## config.mk

```make
export PLATFORM = sky130hd
export DESIGN_NAME = radix_digit_converter_core
export DESIGN_NICKNAME = d
export VERILOG_FILES = /design/src/rtl/rdc_pkg.sv /design/src/rtl/radix_digit_converter_core.sv /design/src/rtl/rdc_div_slice.sv
export SDC_FILE = /design/constraint.sdc
export NUM_CORES = 1
export LEC_CHECK = 0
export ABC_AREA = 1
export BUFFER_PORTS_ARGS = -buffer_cell sky130_fd_sc_hd__buf_2
export CORE_MARGIN = 2
export CORE_UTILIZATION = 51
export DETAILED_ROUTE_END_ITERATION = 7
export PLACE_DENSITY = 0.73
export SYNTH_ARGS = -nofsm -noshare
export SYNTH_HDL_FRONTEND = slang
export SYNTH_HIERARCHICAL = 1
export SYNTH_SLANG_ARGS = --single-unit
export TNS_END_PERCENT = 5
```

## constraint.sdc

```tcl
create_clock -name clk -period 8.4 [get_ports clk]
set_input_delay 1.68 -clock clk [delete_from_list [all_inputs] [get_ports clk]]
set_output_delay 1.68 -clock clk [all_outputs]
set_load 0.005 [all_outputs]
```

## src/rtl/rdc_pkg.sv

```systemverilog
// Shared constants, types and the digit-to-ASCII function of the radix digit converter.
package rdc_pkg;

  localparam int VALUE_WIDTH = 31;
  localparam int STACK_DEPTH = 32;

  localparam int RADIX_W  = 5;
  localparam int DIGIT_W  = 4;
  localparam int CHAR_W   = 7;

  localparam int IN_TDATA_W  = ((VALUE_WIDTH + RADIX_W + 7) / 8) * 8;
  localparam int OUT_TDATA_W = ((CHAR_W + 7) / 8) * 8;

  localparam int DIV_STEPS = (VALUE_WIDTH + DIGIT_W - 1) / DIGIT_W;
  localparam int SHIFT_W   = DIV_STEPS * DIGIT_W;
  localparam int STEP_W    = $clog2(DIV_STEPS + 1);
  localparam int CNT_W     = $clog2(STACK_DEPTH + 1);
  localparam int ADDR_W    = $clog2(STACK_DEPTH);

  localparam logic [RADIX_W-1:0] RADIX_MIN = RADIX_W'(2);
  localparam logic [RADIX_W-1:0] RADIX_MAX = RADIX_W'(16);

  localparam logic [DIGIT_W-1:0] DIGIT_ALPHA_START = DIGIT_W'(10);
  localparam logic [CHAR_W-1:0]  ASCII_ZERO        = CHAR_W'(48);
  localparam logic [CHAR_W-1:0]  ASCII_ALPHA       = CHAR_W'(65);

  typedef logic [DIGIT_W-1:0] digit_t;
  typedef logic [RADIX_W-1:0] radix_t;
  typedef logic [CHAR_W-1:0]  char_t;

  function automatic char_t ascii_of(input digit_t d);
    char_t c;
    if (d < DIGIT_ALPHA_START) begin
      c = ASCII_ZERO + CHAR_W'(d);
    end else begin
      c = ASCII_ALPHA + CHAR_W'(d - DIGIT_ALPHA_START);
    end
    return c;
  endfunction

endpackage

```

## src/rtl/radix_digit_converter_core.sv

```systemverilog
// Top level of the radix digit converter: nibble-serial divider, digit stack and output stage.
// Each digit comes from a pass of the divider over the whole quotient, one nibble of the quotient a cycle.
// All digits of a value are divided out first; each character then passes a stack read and an emit state.
// The converter works on one item at a time.
// The next item is accepted as soon as the final character sits in the output register.
// Reset is synchronous and active low; the digit stack is not cleared.
module radix_digit_converter_core (
  input  logic                             clk,
  input  logic                             rst_n,
  input  logic                             in_tvalid,
  output logic                             in_tready,
  input  logic [rdc_pkg::IN_TDATA_W-1:0]   in_tdata,   // value, radix
  output logic                             out_tvalid,
  input  logic                             out_tready,
  output logic [rdc_pkg::OUT_TDATA_W-1:0]  out_tdata,  // char_code
  output logic                             out_tlast
);
  import rdc_pkg::*;

  typedef enum logic [1:0] {S_IDLE, S_DIV, S_RD, S_EMIT} state_t;

  state_t                state_r;
  logic [SHIFT_W-1:0]    quot_r;
  logic [SHIFT_W-1:0]    quot_nxt;
  digit_t                rem_r;
  digit_t                rem_nxt;
  logic [DIGIT_W-1:0]    q_nib;
  radix_t                radix_r;
  radix_t                radix_in;
  logic [STEP_W-1:0]     step_r;
  logic [CNT_W-1:0]      cnt_r;
  logic [CNT_W-1:0]      cnt_m1;
  logic [ADDR_W-1:0]     rd_addr;
  logic                  push_en;
  logic                  last_step;
  digit_t                stack_mem [STACK_DEPTH];
  digit_t                rd_data_r;
  logic                  out_valid_r;
  char_t                 out_char_r;
  logic                  out_last_r;

  always_comb begin
    radix_in = in_tdata[VALUE_WIDTH +: RADIX_W];
    if (radix_in < RADIX_MIN) begin
      radix_in = RADIX_MIN;
    end else if (radix_in > RADIX_MAX) begin
      radix_in = RADIX_MAX;
    end
  end

  rdc_div_slice u_slice (
    .rem_in    (rem_r),
    .nibble_in (quot_r[SHIFT_W-1 -: DIGIT_W]),
    .radix     (radix_r),
    .rem_out   (rem_nxt),
    .quot_out  (q_nib)
  );

  assign quot_nxt  = (quot_r << DIGIT_W) | SHIFT_W'(q_nib);
  assign last_step = (step_r == STEP_W'(DIV_STEPS - 1));
  assign push_en   = (state_r == S_DIV) && last_step && (cnt_r < CNT_W'(STACK_DEPTH));
  assign cnt_m1    = cnt_r - CNT_W'(1);
  assign rd_addr   = cnt_m1[ADDR_W-1:0];

  always_ff @(posedge clk) begin
    if (push_en) begin
      stack_mem[cnt_r[ADDR_W-1:0]] <= rem_nxt;
    end
    if (state_r == S_RD) begin
      rd_data_r <= stack_mem[rd_addr];
    end
  end

  always_ff @(posedge clk) begin
    if (!rst_n) begin
      state_r     <= S_IDLE;
      out_valid_r <= 1'b0;
      cnt_r       <= '0;
      step_r      <= '0;
    end else begin
      if (out_valid_r && out_tready && (state_r != S_EMIT)) begin
        out_valid_r <= 1'b0;
      end
      case (state_r)
        S_IDLE: begin
          if (in_tvalid) begin
            quot_r  <= SHIFT_W'(in_tdata[VALUE_WIDTH-1:0]);
            radix_r <= radix_in;
            rem_r   <= '0;
            step_r  <= '0;
            cnt_r   <= '0;
            state_r <= S_DIV;
          end
        end
        S_DIV: begin
          quot_r <= quot_nxt;
          if (last_step) begin
            if (cnt_r < CNT_W'(STACK_DEPTH)) begin
              cnt_r <= cnt_r + CNT_W'(1);
            end
            rem_r  <= '0;
            step_r <= '0;
            if (quot_nxt == '0) begin
              state_r <= S_RD;
            end
          end else begin
            rem_r  <= rem_nxt;
            step_r <= step_r + STEP_W'(1);
          end
        end
        S_RD: begin
          cnt_r   <= cnt_m1;
          state_r <= S_EMIT;
        end
        S_EMIT: begin
          if (!out_valid_r || out_tready) begin
            out_valid_r <= 1'b1;
            out_char_r  <= ascii_of(rd_data_r);
            out_last_r  <= (cnt_r == '0);
            state_r     <= (cnt_r == '0) ? S_IDLE : S_RD;
          end
        end
        default: begin
          state_r <= S_IDLE;
        end
      endcase
    end
  end

  assign in_tready  = (state_r == S_IDLE);
  assign out_tvalid = out_valid_r;
  assign out_tdata  = {{(OUT_TDATA_W - CHAR_W){1'b0}}, out_char_r};
  assign out_tlast  = out_last_r;

endmodule

```

## src/rtl/rdc_div_slice.sv

```systemverilog
// Four restoring division steps: divides a remainder and one dividend nibble by the radix.
module rdc_div_slice (
  input  rdc_pkg::digit_t                 rem_in,
  input  logic [rdc_pkg::DIGIT_W-1:0]     nibble_in,
  input  rdc_pkg::radix_t                 radix,
  output rdc_pkg::digit_t                 rem_out,
  output logic [rdc_pkg::DIGIT_W-1:0]     quot_out
);
  import rdc_pkg::*;

  always_comb begin
    digit_t             r;
    logic [DIGIT_W:0]   t;
    r        = rem_in;
    quot_out = '0;
    for (int i = DIGIT_W - 1; i >= 0; i--) begin
      t = {r, nibble_in[i]};
      if (t >= radix) begin
        t           = t - radix;
        quot_out[i] = 1'b1;
      end
      r = t[DIGIT_W-1:0];
    end
    rem_out = r;
  end

endmodule

```

==> impl_metrics.env <==
export IMPL_ys_seq_area_share_pct=59.3
export IMPL_htree_levels=4
export IMPL_tightest_slew_ps=1250
export IMPL_synth_edff_count=181
export IMPL_cts_resized=0
export IMPL_grt_pass1_vias=6263
export IMPL_relSlewSlack_pct=16.1
export IMPL_crit_top_cell="nand2_1"
export IMPL_fp_row_count=50
export IMPL_ys_types=46
export IMPL_setup_violations=0
export IMPL_drtAntennaViolNets=0
export IMPL_final_layout_size_suffix_gt1_share_pct=11.6
export IMPL_fmax_ghz=0.151
export IMPL_synth_nets=1042
export IMPL_min_period_over_period_pct=78.6
export IMPL_hp_start="step_r[1]"
export IMPL_drv_cap=0
export IMPL_synthCells=958
export IMPL_gr_usage_all_layers_pct=20.2
export IMPL_syn_area_sq_um=9600
export IMPL_critical_path_max_stage_delay_ps=710
export IMPL_initial_utilization_pct=51.6
export IMPL_root_buffer="clkbuf_16"
export IMPL_wirelength_mm=19.6
export IMPL_ys_ff_latch=194
export IMPL_n_fill_cell=1544
export IMPL_grt_max_degree=71
export IMPL_hold_violations=0
export IMPL_via_count=6663
export IMPL_fin_worst_skew_ps=10.5
export IMPL_place_ws_ps=1890
export IMPL_drc_errors=0
export IMPL_grt_antenna_before_repair=0
export IMPL_worstSetupStartpoint="radix_r[1]"
export IMPL_cp_slowest_cell="nand2_1"
export IMPL_critPathLaunchType="flip-flop"
export IMPL_die_w_microns=141
export IMPL_status="finished, final reports clean"
export IMPL_hp_class="flip-flop to flip-flop"
export IMPL_cts_tree="built"
export IMPL_cts_setup_buffers=0
export IMPL_endpoint_kind="flip-flop"
export IMPL_grt_setup_unrepaired="no"
export IMPL_drt_initial_drc_count=583
export IMPL_crit_type="flip-flop to flip-flop"
export IMPL_finalCriticalPeriod_ps=6600
export IMPL_path_max_fanout=33
export IMPL_postSynth_asyncResetShare_pct=0
export IMPL_mostFrequentLayoutCells="208 x nand2_1, 181 x edfxtp_1, 169 x nor2_1"
export IMPL_gp_congestion=0.855
export IMPL_cts_inserted_buffers=17
export IMPL_ios=55
export IMPL_area_growth_synth_to_final_pct=9.97
export IMPL_hold_path_depth=2
export IMPL_grt_pass1_wl_mm=31.0
export IMPL_num_nets_final=1077
export IMPL_cts_reportedPaths_clkPinSlew_ps=70
export IMPL_drv_slew=0
export IMPL_core_sq_um=18600
export IMPL_yosysTopAreaCellShare_pct=56.6
export IMPL_clk_latency_ps=440
export IMPL_cts_sinks=194
export IMPL_syn_avg_cell_area_sq_um=10.0
export IMPL_worst_ep_required_time_ps=8280
export IMPL_ys_warn_count=6
export IMPL_cts_hold_buf=0
export IMPL_die_area_sq_um=19900
export IMPL_antennaDiodeCount=0
export IMPL_reg2reg_depth=31
export IMPL_hpwl_mm=12.6
export IMPL_setup_tns_ps=0
export IMPL_final_common_cell="nand2_1"
export IMPL_timing_rr_start="radix_r[1]"
export IMPL_wl_per_cell_microns=15.8
export IMPL_synth_area_leaders="edfxtp_1 57%, nand2_1 8.1%, nor2_1 6.6%"
export IMPL_io_buffers=49
export IMPL_grt_remaining_overflow=0
export IMPL_crit_arrival_ps=6480
export IMPL_fin_ws_ps=1800
export IMPL_viasPerCell=5.37
export IMPL_dr_pass1_iters=6
export IMPL_ys_flop_type="edfxtp_1"
export IMPL_yosys_area_top_type="edfxtp_1"
export IMPL_die_y_microns=141
export IMPL_clock_tree_buffer_depth=2
-- synth_stat cells (all sizes together) (4+ instances only) --
cell      n
inv      72
xnor2     4
buf      17
xor2      9
clkbuf   21
a21oi    23
fa        4
nor3      4
nand3    44
dfxtp    13
edfxtp  181
o21ai    82
ha       36
nand4     7
nand2   216
o211ai   33
nor2    174
-- worst paths after layout --
check                endpoint  slack, ps
max reg2reg  stack_mem[11][3]       1800
min reg2reg         step_r[1]        490
max          stack_mem[11][3]       1800
min                 step_r[1]        490
-- kinds of logic after synthesis --
group	after synthesis	share of synthesized area (%)
other	1	0.0391
xor gates and xnor gates	13	1.58
DFF	194	59.3
AOI/OAI and AO/OA	149	9.22
buffers and inverters	110	4.80
adders and majority gates	40	5.53
and+or+nand+nor	451	19.5
-- sequential cells by signal, indices dropped and copies added (netlist names) --
name,cells
state_r,2
out_tlast,1
cnt_r,6
out_char_r,7
radix_r,5
stack_mem,128
quot_r,32
rem_r,4
rd_data_r,4
out_tvalid,1
step_r,4
-- per-stage QoR --
step	util [%]	hold WS, ps	instances	instance area [sq um]
final	56.8	491	1240	10600
after global routing	56.8	513	1240	10600
after CTS	56.8	490	1240	10600
after detailed placement	53.8	481	1208	10000
after global placement	53.8	474	1208	10000
after floorplan	-	458	958	9600
-- critical path: cells and delay by family (launching register included) --
family / cells / cell delay [ps]
AND/OR/NAND/NOR: 15 / 2280
flip-flops: 1 / 490
buffers and inverters: 5 / 640
adder cells (fa/ha/maj): 4 / 1210
AO/OA/AOI/OAI: 7 / 1390
-- area by class of cell --
cell class                      instances  area, sq um  share of cell area (%)
Sequential cell                       194         5700                    54.0
Multi-Input combinational cell        654         3450                    32.7
Clock buffer                           19          433                    4.10
Tap cell                              234          293                    2.77
Timing Repair Buffer                   54          283                    2.68
Inverter                               72          273                    2.58
Clock inverter                         13          124                    1.17
-- routing by layer --
| layer | global-route usage (%) | up-vias | share of wire, % | wire length (microns) |
|---|---|---|---|---|
| li1 | - | 3338 | - | - |
| met1 | 26.9 | 3120 | 45 | 8750 |
| met2 | 32.9 | 178 | 49 | 9580 |
| met3 | 4.35 | 27 | 5.1 | 992 |
| met4 | 7.58 | 0 | 1.4 | 277 |
| met5 | 0 | - | 0 | 0 |
Power is left out: the tool's default activity adds up to more than one toggle a clock period on the data nets, which glitch-free logic cannot reach.
